## src/rtl/assert_macros.svh

```systemverilog
// Assertion macros shared by the RTL files.
// Each macro samples on clk_i and is disabled while rst_ni is low.
`ifndef ASSERT_MACROS_SVH
`define ASSERT_MACROS_SVH

// Check a property at every clock edge outside reset.
`define ASSERT_CLK(lbl, prop, msg) \
  lbl: assert property (@(posedge clk_i) disable iff (!rst_ni) (prop)) else $error(msg);

// Check that an antecedent implies a consequent in the next cycle.
`define ASSERT_NEXT(lbl, ante, cons, msg) \
  lbl: assert property (@(posedge clk_i) disable iff (!rst_ni) (ante) |=> (cons)) \
    else $error(msg);

`endif

```

## src/rtl/pop3lp_pkg.sv

```systemverilog
// Package for the POP3 LIST reply parser: character codes, result codes,
// result record type and sizing defaults. No dependencies.
`timescale 1ns / 1ps

package pop3lp_pkg;

  localparam int unsigned DefaultFifoDepth = 4;

  localparam logic [7:0] ChPlus  = 8'h2B;
  localparam logic [7:0] ChO     = 8'h4F;
  localparam logic [7:0] ChK     = 8'h4B;
  localparam logic [7:0] ChCr    = 8'h0D;
  localparam logic [7:0] ChLf    = 8'h0A;
  localparam logic [7:0] ChSpace = 8'h20;
  localparam logic [7:0] ChZero  = 8'h30;
  localparam logic [7:0] ChNine  = 8'h39;

  localparam logic [31:0] FirstNewReset = 32'd1;

  typedef enum logic [1:0] {
    RES_HEADER  = 2'd0,
    RES_ENTRY   = 2'd1,
    RES_SUMMARY = 2'd2
  } result_type_e;

  typedef struct packed {
    result_type_e res_type;
    logic [31:0]  first_value;
    logic [31:0]  second_value;
    logic         is_new;
    logic         last_result;
  } result_t;

  function automatic logic [7:0] ok_byte(input logic [1:0] pos);
    logic [7:0] b;
    case (pos)
      2'd0:    b = ChPlus;
      2'd1:    b = ChO;
      2'd2:    b = ChK;
      default: b = 8'h00;
    endcase
    return b;
  endfunction

endpackage

```

## src/rtl/pop3_list_response_parser_core.sv

```systemverilog
// POP3 LIST reply parser core: input byte register, single-pass parse logic
// and a small result queue. Depends on pop3lp_pkg and assert_macros.svh.
`timescale 1ns / 1ps
// Usage:
//   Input channel (in_valid_i / in_ready_o) carries one reply byte per
//   transfer, with end_of_reply_i set on the final byte of a reply.
//   Config channel (cfg_valid_i / cfg_ready_o) writes first_new and is always
//   ready; users write it only while idle, which the block does not enforce.
//   Output channel (out_valid_o / out_ready_i) carries header, entry and
//   summary results in reply order.
//   Order: a byte accepted into the input register is parsed there and its
//   results go through the result queue; a final byte that also closes an
//   entry line gives its summary one output transfer later.
//   Throughput: one byte per cycle while the result queue has room, set by
//   the single parse pass on the input register; a byte that yields two
//   results needs two output transfers, absorbed by the FifoDepth-entry queue.
//   Stall: the input register advances only while the queue has room for two
//   results, so a stalled receiver backs up into in_ready_o low.
//   Reset: first_new returns to 1, parse state clears, queue empties.
`include "assert_macros.svh"

module pop3_list_response_parser_core #(
  parameter int unsigned FifoDepth = pop3lp_pkg::DefaultFifoDepth
) (
  input  logic                     clk_i,
  input  logic                     rst_ni,
  input  logic                     in_valid_i,
  output logic                     in_ready_o,
  input  logic [7:0]               rx_byte_i,
  input  logic                     end_of_reply_i,
  input  logic                     cfg_valid_i,
  output logic                     cfg_ready_o,
  input  logic [31:0]              cfg_first_new_i,
  output logic                     out_valid_o,
  input  logic                     out_ready_i,
  output pop3lp_pkg::result_type_e result_type_o,
  output logic [31:0]              first_value_o,
  output logic [31:0]              second_value_o,
  output logic                     is_new_o,
  output logic                     last_result_o
);
  import pop3lp_pkg::*;

  localparam int unsigned PtrW = (FifoDepth > 1) ? $clog2(FifoDepth) : 1;
  localparam int unsigned CntW = $clog2(FifoDepth + 1);
  localparam logic [CntW-1:0] RoomLimit = CntW'(FifoDepth - 2);
  localparam logic [PtrW-1:0] LastPtr   = PtrW'(FifoDepth - 1);

  typedef enum logic [1:0] {
    PH_PREFIX  = 2'd0,
    PH_HEADER  = 2'd1,
    PH_ENTRIES = 2'd2,
    PH_IGNORE  = 2'd3
  } phase_e;

  logic [31:0] first_new_q;

  logic        s1_valid_q;
  logic [7:0]  s1_byte_q;
  logic        s1_last_q;
  logic        s1_adv;

  phase_e      phase_q, phase_d;
  logic [1:0]  prefix_pos_q, prefix_pos_d;
  logic [1:0]  field_idx_q, field_idx_d;
  logic        saw_cr_q, saw_cr_d;
  logic        stopped_q, stopped_d;
  logic [31:0] first_acc_q, first_acc_d;
  logic [31:0] second_acc_q, second_acc_d;
  logic [31:0] entry_cnt_q, entry_cnt_d;

  result_t     line_res, sum_res;
  logic        line_emit;

  logic [1:0]  slot_first;
  logic [31:0] acc_sel;
  logic [35:0] acc_prod;
  logic [31:0] acc_next;

  result_t         fifo_q [FifoDepth];
  logic [PtrW-1:0] wr_ptr_q, wr_ptr_d, wr_ptr_nx, rd_ptr_q, rd_ptr_d;
  logic [CntW-1:0] cnt_q, cnt_d;
  logic [1:0]      push_n;
  logic            pop;

  assign cfg_ready_o = 1'b1;
  assign s1_adv      = s1_valid_q && (cnt_q <= RoomLimit);
  assign in_ready_o  = !s1_valid_q || s1_adv;

  // digit accumulate with saturation, shared by both number fields
  assign slot_first = (phase_q == PH_HEADER) ? 2'd1 : 2'd0;
  assign acc_sel    = (field_idx_q == slot_first) ? first_acc_q : second_acc_q;
  assign acc_prod   = {1'b0, acc_sel, 3'b000} + {3'b000, acc_sel, 1'b0}
                    + {32'd0, s1_byte_q[3:0] - ChZero[3:0]};
  assign acc_next   = (|acc_prod[35:32]) ? 32'hFFFF_FFFF : acc_prod[31:0];

  always_comb begin
    phase_d      = phase_q;
    prefix_pos_d = prefix_pos_q;
    field_idx_d  = field_idx_q;
    saw_cr_d     = saw_cr_q;
    stopped_d    = stopped_q;
    first_acc_d  = first_acc_q;
    second_acc_d = second_acc_q;
    entry_cnt_d  = entry_cnt_q;
    line_emit    = 1'b0;
    line_res     = '{res_type: RES_HEADER, first_value: first_acc_q,
                     second_value: second_acc_q, is_new: 1'b0, last_result: 1'b0};
    case (phase_q)
      PH_PREFIX: begin
        if (s1_byte_q == ok_byte(prefix_pos_q)) begin
          prefix_pos_d = prefix_pos_q + 2'd1;
          if (prefix_pos_q == 2'd2) begin
            phase_d = PH_HEADER;
          end
        end else begin
          phase_d = PH_IGNORE;
        end
      end
      PH_HEADER, PH_ENTRIES: begin
        if (s1_byte_q == ChLf && saw_cr_q) begin
          if (phase_q == PH_HEADER) begin
            line_emit = 1'b1;
            phase_d   = PH_ENTRIES;
          end else if (first_acc_q != 32'd0 && second_acc_q != 32'd0) begin
            line_emit         = 1'b1;
            line_res.res_type = RES_ENTRY;
            line_res.is_new   = (first_acc_q >= first_new_q);
            entry_cnt_d       = entry_cnt_q + 32'd1;
          end
          field_idx_d  = 2'd0;
          saw_cr_d     = 1'b0;
          stopped_d    = 1'b0;
          first_acc_d  = 32'd0;
          second_acc_d = 32'd0;
        end else begin
          saw_cr_d = (s1_byte_q == ChCr);
          if (s1_byte_q == ChSpace) begin
            if (field_idx_q != 2'd3) begin
              field_idx_d = field_idx_q + 2'd1;
            end
            stopped_d = 1'b0;
          end else if (s1_byte_q inside {[ChZero:ChNine]} && !stopped_q) begin
            if (field_idx_q == slot_first) begin
              first_acc_d = acc_next;
            end else if (field_idx_q == slot_first + 2'd1) begin
              second_acc_d = acc_next;
            end
          end else begin
            stopped_d = 1'b1;
          end
        end
      end
      default: begin
      end
    endcase
    sum_res = '{res_type: RES_SUMMARY, first_value: entry_cnt_d,
                second_value: entry_cnt_d - first_new_q + 32'd1,
                is_new: 1'b0, last_result: 1'b1};
  end

  // input register, config register and parse state
  always_ff @(posedge clk_i or negedge rst_ni) begin
    if (!rst_ni) begin
      s1_valid_q   <= 1'b0;
      first_new_q  <= FirstNewReset;
      phase_q      <= PH_PREFIX;
      prefix_pos_q <= 2'd0;
      field_idx_q  <= 2'd0;
      saw_cr_q     <= 1'b0;
      stopped_q    <= 1'b0;
      first_acc_q  <= 32'd0;
      second_acc_q <= 32'd0;
      entry_cnt_q  <= 32'd0;
    end else begin
      if (cfg_valid_i) begin
        first_new_q <= cfg_first_new_i;
      end
      if (in_ready_o) begin
        s1_valid_q <= in_valid_i;
      end
      if (s1_adv) begin
        if (s1_last_q) begin
          phase_q      <= PH_PREFIX;
          prefix_pos_q <= 2'd0;
          field_idx_q  <= 2'd0;
          saw_cr_q     <= 1'b0;
          stopped_q    <= 1'b0;
          first_acc_q  <= 32'd0;
          second_acc_q <= 32'd0;
          entry_cnt_q  <= 32'd0;
        end else begin
          phase_q      <= phase_d;
          prefix_pos_q <= prefix_pos_d;
          field_idx_q  <= field_idx_d;
          saw_cr_q     <= saw_cr_d;
          stopped_q    <= stopped_d;
          first_acc_q  <= first_acc_d;
          second_acc_q <= second_acc_d;
          entry_cnt_q  <= entry_cnt_d;
        end
      end
    end
  end

  always_ff @(posedge clk_i) begin
    if (in_ready_o && in_valid_i) begin
      s1_byte_q <= rx_byte_i;
      s1_last_q <= end_of_reply_i;
    end
  end

  // result queue
  assign pop       = (cnt_q != '0) && out_ready_i;
  assign wr_ptr_nx = (wr_ptr_q == LastPtr) ? '0 : wr_ptr_q + PtrW'(1);

  always_comb begin
    push_n = 2'd0;
    if (s1_adv) begin
      push_n = {1'b0, line_emit} + {1'b0, s1_last_q};
    end
    wr_ptr_d = wr_ptr_q;
    case (push_n)
      2'd1:    wr_ptr_d = wr_ptr_nx;
      2'd2:    wr_ptr_d = (wr_ptr_nx == LastPtr) ? '0 : wr_ptr_nx + PtrW'(1);
      default: wr_ptr_d = wr_ptr_q;
    endcase
    rd_ptr_d = rd_ptr_q;
    if (pop) begin
      rd_ptr_d = (rd_ptr_q == LastPtr) ? '0 : rd_ptr_q + PtrW'(1);
    end
    cnt_d = cnt_q + CntW'(push_n) - CntW'(pop);
  end

  always_ff @(posedge clk_i or negedge rst_ni) begin
    if (!rst_ni) begin
      wr_ptr_q <= '0;
      rd_ptr_q <= '0;
      cnt_q    <= '0;
    end else begin
      wr_ptr_q <= wr_ptr_d;
      rd_ptr_q <= rd_ptr_d;
      cnt_q    <= cnt_d;
    end
  end

  always_ff @(posedge clk_i) begin
    if (s1_adv) begin
      if (line_emit) begin
        fifo_q[wr_ptr_q] <= line_res;
        if (s1_last_q) begin
          fifo_q[wr_ptr_nx] <= sum_res;
        end
      end else if (s1_last_q) begin
        fifo_q[wr_ptr_q] <= sum_res;
      end
    end
  end

  assign out_valid_o    = (cnt_q != '0);
  assign result_type_o  = fifo_q[rd_ptr_q].res_type;
  assign first_value_o  = fifo_q[rd_ptr_q].first_value;
  assign second_value_o = fifo_q[rd_ptr_q].second_value;
  assign is_new_o       = fifo_q[rd_ptr_q].is_new;
  assign last_result_o  = fifo_q[rd_ptr_q].last_result;

  `ASSERT_CLK(a_cnt_bound, cnt_q <= CntW'(FifoDepth), "result queue overflow")
  `ASSERT_CLK(a_last_is_sum, !out_valid_o || !last_result_o || result_type_o == RES_SUMMARY, "last flag on non-summary result")
  `ASSERT_CLK(a_new_is_entry, !out_valid_o || !is_new_o || result_type_o == RES_ENTRY, "new flag on non-entry result")
  `ASSERT_NEXT(a_reply_restart, s1_adv && s1_last_q, phase_q == PH_PREFIX && entry_cnt_q == 32'd0, "parse state not cleared after final byte")

endmodule

```

## config.mk

```make
export PLATFORM = sky130hd
export DESIGN_NAME = pop3_list_response_parser_core
export DESIGN_NICKNAME = d
export VERILOG_FILES = /design/src/rtl/pop3lp_pkg.sv /design/src/rtl/pop3_list_response_parser_core.sv
export VERILOG_INCLUDE_DIRS = /design/src /design/src/rtl
export SDC_FILE = /design/constraint.sdc
export NUM_CORES = 1
export LEC_CHECK = 0
export BUFFER_PORTS_ARGS = -buffer_cell sky130_fd_sc_hd__buf_4
export CAP_MARGIN = 20
export CORE_MARGIN = 3
export CORE_UTILIZATION = 60
export CTS_CLUSTER_SIZE = 12
export DETAILED_ROUTE_END_ITERATION = 12
export PLACE_DENSITY = 0.77
export REMOVE_ABC_BUFFERS = 1
export SLEW_MARGIN = 5
export SYNTH_ARGS = -nofsm -noshare
export SYNTH_HDL_FRONTEND = slang
export SYNTH_SLANG_ARGS = --single-unit
export TNS_END_PERCENT = 20
```

## constraint.sdc

```tcl
create_clock -name clk_i -period 10.1 [get_ports clk_i]
set_input_delay 2.02 -clock clk_i [delete_from_list [all_inputs] [get_ports clk_i]]
set_output_delay 2.02 -clock clk_i [all_outputs]
set_load 0.1 [all_outputs]
```

# ---- Yosys cells after proc, flatten, opt, wreduce, memory -nomap -nowiden
# Memories as Yosys holds them, arrays and structs flattened.
# Index checks and enable logic that the tools add are counted.
dict set report word_totals {
  mem_bits_rw 272
  output_inout_bits 71
  in_bits 46
  mem_count 1
  word_cells 164
  reg_bits 153
}
# memory depth width read_ports rd_clocked_by_memory_dff write_ports line
set mem_list {}
lappend mem_list {fifo_q 4 68 1 0 2 pop3_list_response_parser_core.sv:80} ;# result_t fifo_q [FifoDepth];
dict set report classes {
  reduce_logical 34
  eq_ne 22
  addsub 14
  mux 73
  bitwise 1
  n_lt_le_gt_ge 4
}
# op n
set ops {}
lappend ops {{32-bit two-way mux} 20}
lappend ops {{68-bit two-way mux} 1}
lappend ops {{32-bit by 1-bit adder with 32-bit output (second input constant)} 2}
lappend ops {{32-bit nonzero test} 2}
lappend ops {{35-bit by 33-bit adder with 36-bit output} 1}
lappend ops {{36-bit by 4-bit adder with 36-bit output} 1}
lappend ops {{2-bit two-way mux} 17}
lappend ops {{32-bit >= comparator} 1}
lappend ops {{32-bit subtractor} 1}
lappend ops {{1-bit two-way mux} 31}
lappend ops {{7-bit case mux with 3 select lines} 1}
lappend ops {{3-bit nonzero test} 7}
lappend ops {{8-bit by 4-bit equality test with 1-bit output (second input constant)} 2}
lappend ops {{2-bit equality test (second input constant)} 6}
lappend ops {{3-bit != test (second input constant)} 4}
lappend ops {{2-bit by 1-bit adder with 2-bit output (second input constant)} 5}
lappend ops {{5-bit AND reduction} 2}
lappend ops {{8-bit by 6-bit equality test with 1-bit output (second input constant)} 1}
lappend ops {{8-bit equality test} 1}
lappend ops {{8-bit by 6-bit >= comparator with 1-bit output (second input constant)} 1}
lappend ops {{8-bit by 6-bit <= comparator with 1-bit output (second input constant)} 1}
lappend ops {{8-bit two-way mux} 1}
lappend ops {{4-bit != test (second input constant)} 2}
lappend ops {{2-bit case mux with 2 select lines} 2}
lappend ops {{21 further kinds} 35}

# ---- Depth between registers and ports, before layout
dict set report logic_depth {
  depth_word 15
  depth_mapped 24
  mapped_depth_nobuf 21
}

# ---- Worst setup path after synthesis
# OpenSTA, ideal clock, no wires.
dict set report synth_path {
  path_kind {reg-to-reg}
  from {reg s1_byte_q[6]}
  to {mem fifo_q[1][30] in the netlist's numbering, data pin}
  synth_period_minus_slack_ns 5.180
  t_arrival_ns 4.924
  path_buffers 2
  required_time_ns 9.844
  slack_ns 4.920
  path_stages_with_launch 22
  setup_time_ns 0.256
  cell_sequence {edfxtp_1 or3_4 nor4_2 o221a_2 buf_6 and2_1 clkbuf_1 and3_1 nor2b_1 xnor2_1 inv_1 ha_1 ha_1 a21oi_1 o221ai_1 a2111o_1 o21ai_1 nor3_1 or4_1 a31oi_1 xnor2_1 a22o_1}
}
# item line
set synth_lines {}
lappend synth_lines {{from (decl)} pop3_list_response_parser_core.sv:59} ;# logic [7:0] s1_byte_q;
lappend synth_lines {{from (signal assigned)} pop3_list_response_parser_core.sv:208} ;# s1_byte_q <= rx_byte_i;
lappend synth_lines {{to (decl)} pop3_list_response_parser_core.sv:80}

==> results.yml <==
floorplanning:
  dieArea_um2: 44200
  pin_count: 117
  core_region_area_um2: 41000
  rows: 74
  die_y_um: 210
  fp.dieW_um: 210
  initial_core_util_pct: 61.1
layout:
  multi_input_area_um2: 12400
  final-seq-area_um2: 11800
  drive_gt1_share_pct: 14.3
  nets: 2648
  post-route-util_pct: 68.1
  num_antenna_cells: 0
  fill_cells: 3069
  synthToLayoutAreaGrowth_pct: 11.6
  stdcell_count: 2991
critical_path:
  critical_path_buf_inv_count: 1
  cp_top_family: "simple AND/OR/NAND/NOR gates"
  reg2reg_to: "fifo_q[1][30]"
  slowest_stage: "nor4_1"
  crit_path_max_fanout: 7
  crit_required_ps: 10430
  worstSetupPathType: "register to register"
  worst_setup_path_start_kind: "register"
  cp_cell_sequence: "nor4_1, nand4_1, o221a_2, and2_1, and3_1, nor2b_1, xnor2_1, inv_1, ha_1, ha_1, a21oi_1, o221ai_1, a2111o_1, o21ai_1, nor3_1, or4_1, a31oi_1, xnor2_1, a22o_1"
  arrival_ps: 6490
  end_kind: "register"
  slowest_delay_ps: 520
  r2r_slack_ps: 3940
  ff2ff_path_depth: 19
  r2r-start: "second_acc_q[25]"
logic_synthesis:
  ys_seq_area_share_pct: 47.1
  synth.most_common_cell: "nand2_1"
  netlist_top_cells_area: "edfxtp_1 32%, dfrtp_1 14%, ha_1 8.8%, mux4_2 6.0%, nand2_1 5.5%"
  yosys_warnings: 0
  syn_inst: 2352
  synth_commonest_cells: "364 x nand2_1, 265 x edfxtp_1, 264 x o21ai_0"
  synth_top_area_cell: "edfxtp_1"
  syn_avg_cell_area_um2: 10.7
  async_reset_ff_share_pct: 34.2
  netlist_area_um2: 25100
  synth_top_area_share_pct: 31.8
  ys.flop_type: "edfxtp_1"
  synth.ff_latch_count: 421
  ys_types: 84
  synth_enable_flop_cells: 265
timing:
  tightest_slew_ps: 1100
  finalSetupViolCount: 0
  hold_viol_final: 0
  finalSetupTns_ps: 0
  clock-skew-final_ps: 16.2
  min_period_ps: 6160
  grt_setup_unrepaired: "no"
  relSlewSlack_pct: 26.5
  fin_crit_sh_pct: 61.0
  fmax_mhz: 162
  fin_ws_ps: 3940
  maxSlewViolCount: 0
route:
  dr.pass1.iters: 6
  route.met2.wl_mm: 35.1
  detail-route-antenna-nets: 0
  wl_met1_mm: 29.1
  wl_mm: 76.7
  avgViaCountPerCell: 6.75
  route.met3.wl_mm: 7.29
  avgRoutedWirePerCell_um: 25.6
  via_count: 20200
  route.detailed.drc: 0
  highest_layer: "met4"
  drt-initial-drc-count: 2307
grt:
  grt_max_degree: 76
  grt_pass1_wl_mm: 118
  grt_pass1_vias: 20400
  grt.overflow.total: 0
  grtUsageTotal_pct: 34.9
  antenna_found_initial: 0
cts:
  cts_sinks: 421
  path_clk_slew_ps: 60
  cts_hold_buf: 0
  cts_resized: 0
  root_buffer: "clkbuf_16"
  cts_setup_buffers: 0
  h-tree-depth: 2
  clockBufferDepth: 3
  clkLatencyLatePin_ps: 590
  cts_tree: "yes"
  cts_buffers: 47
hold_path:
  hold_start: "fifo_q[1][0]"
  min_delay_path_depth: 2
  holdPathEnd: "fifo_q[1][0]"
  hp-class: "register to register"
power_and_ir_drop:
  p_leak_nw: 11.6
  vdd_drop_max_mv: 0.421
  power_density_nw_per_um2: 276
  power.total_mw: 7.73
placement:
  hpwl_mm: 50.9
  dp.cells: 2904
  numPortBuffers: 115
  pre_cts_slack_ps: 4060
  gp_congestion: 0.941
run_status:
  outcome: "finished, final reports clean"
run:
  maxCapViolCount: 0
[per-layer routing]
metal | GRT usage [%] | vias up
li1 | - | 8946
met1 | 45.6 | 9677
met2 | 55.2 | 1270
met3 | 6.01 | 301
met4 | 20.9 | 0
met5 | 0 | -
[layout by cell type, fill, tap and decap left out, types with 9 or more instances in the layout]
cell	n
inv_1	104
mux2i_1	19
a22oi_1	22
nor2b_1	10
o21a_1	11
o211ai_1	45
and3_1	12
edfxtp_1	265
o21ai_1	12
a21oi_1	77
a211oi_1	14
nand3_1	38
dfrtp_1	141
nand2_1	359
clkbuf_1	11
nor2_1	80
nor4_1	20
o31ai_1	11
clkinv_1	13
nor3_1	25
and2_1	17
clkbuf_16	50
dfxtp_1	12
a22o_1	102
o21ai_0	264
xor2_1	29
mux4_2	67
buf_4	145
ha_1	177
o22ai_1	13
a21o_1	36
nand2b_1	9
nand4_1	26
mux2_2	32
xnor2_1	56
a31oi_1	10
[stage by stage]
stage,hold WS (ps),area (µm²)
after floorplan,418,24500
after global placement,430,26400
after detailed placement,439,26400
after CTS,455,27900
after global routing,477,27900
final,450,27900
[power breakdown]
group / internal [mW] / leakage (nW) / total (mW) / switching (mW)
combinational: 1.01 / 6.34 / 3.63 / 2.62
clock: 1.03 / 0.756 / 1.73 / 0.698
sequential: 2.08 / 4.50 / 2.37 / 0.294
[cell type report]
| type | count | share of cell area (%) |
|---|---|---|
| multi-input cells | 1699 | 44.5 |
| clock buffers | 65 | 4.82 |
| flip-flops and latches | 421 | 42.3 |
| clock inverters | 22 | 0.716 |
| inverters | 106 | 1.42 |
| well taps | 532 | 2.38 |
| repair buffers | 146 | 3.94 |
[cell families after synthesis]
family,after synthesis,synth area share (%)
and+or+nand+nor,642,11.5
xor gates and xnor gates,86,3.04
other,1,0.0150
adders and majority gates,181,9.16
buffers and inverters,232,3.68
AOI/OAI and AO/OA,671,17.3
muxes,118,8.22
DFF,421,47.1
[worst register-to-register path, stage by stage, from the launching register on]
cell and delay (ps):
dfrtp_1 450, nor4_1 520, nand4_1 340, o221a_2 460, and2_1 250, and3_1 290
nor2b_1 170, xnor2_1 370, inv_1 90, ha_1 290, ha_1 400, a21oi_1 170
o221ai_1 190, a2111o_1 470, o21ai_1 290, nor3_1 140, or4_1 410, a31oi_1 210
xnor2_1 170, a22o_1 250
[worst max-delay path by stage]
stage	startpoint	to	slack (ps)	cells after the start
floorplan	phase_q[0]	first_acc_q[11]	2480	17
global placement	second_acc_q[25]	fifo_q[1][30]	4140	19
detailed placement	second_acc_q[25]	fifo_q[1][30]	4060	19
CTS	second_acc_q[25]	fifo_q[1][30]	4020	19
global route	second_acc_q[25]	fifo_q[1][30]	3580	19
finish	second_acc_q[25]	fifo_q[1][30]	3940	19
[registers in the layout, summed over array words and instances (netlist names), 3 cells and up]
register      count
entry_cnt_q      32
s1_byte_q         8
fifo_q          268
first_new_q      32
second_acc_q     32
cnt_q             3
first_acc_q      32
(Power assumes the default switching activity.)
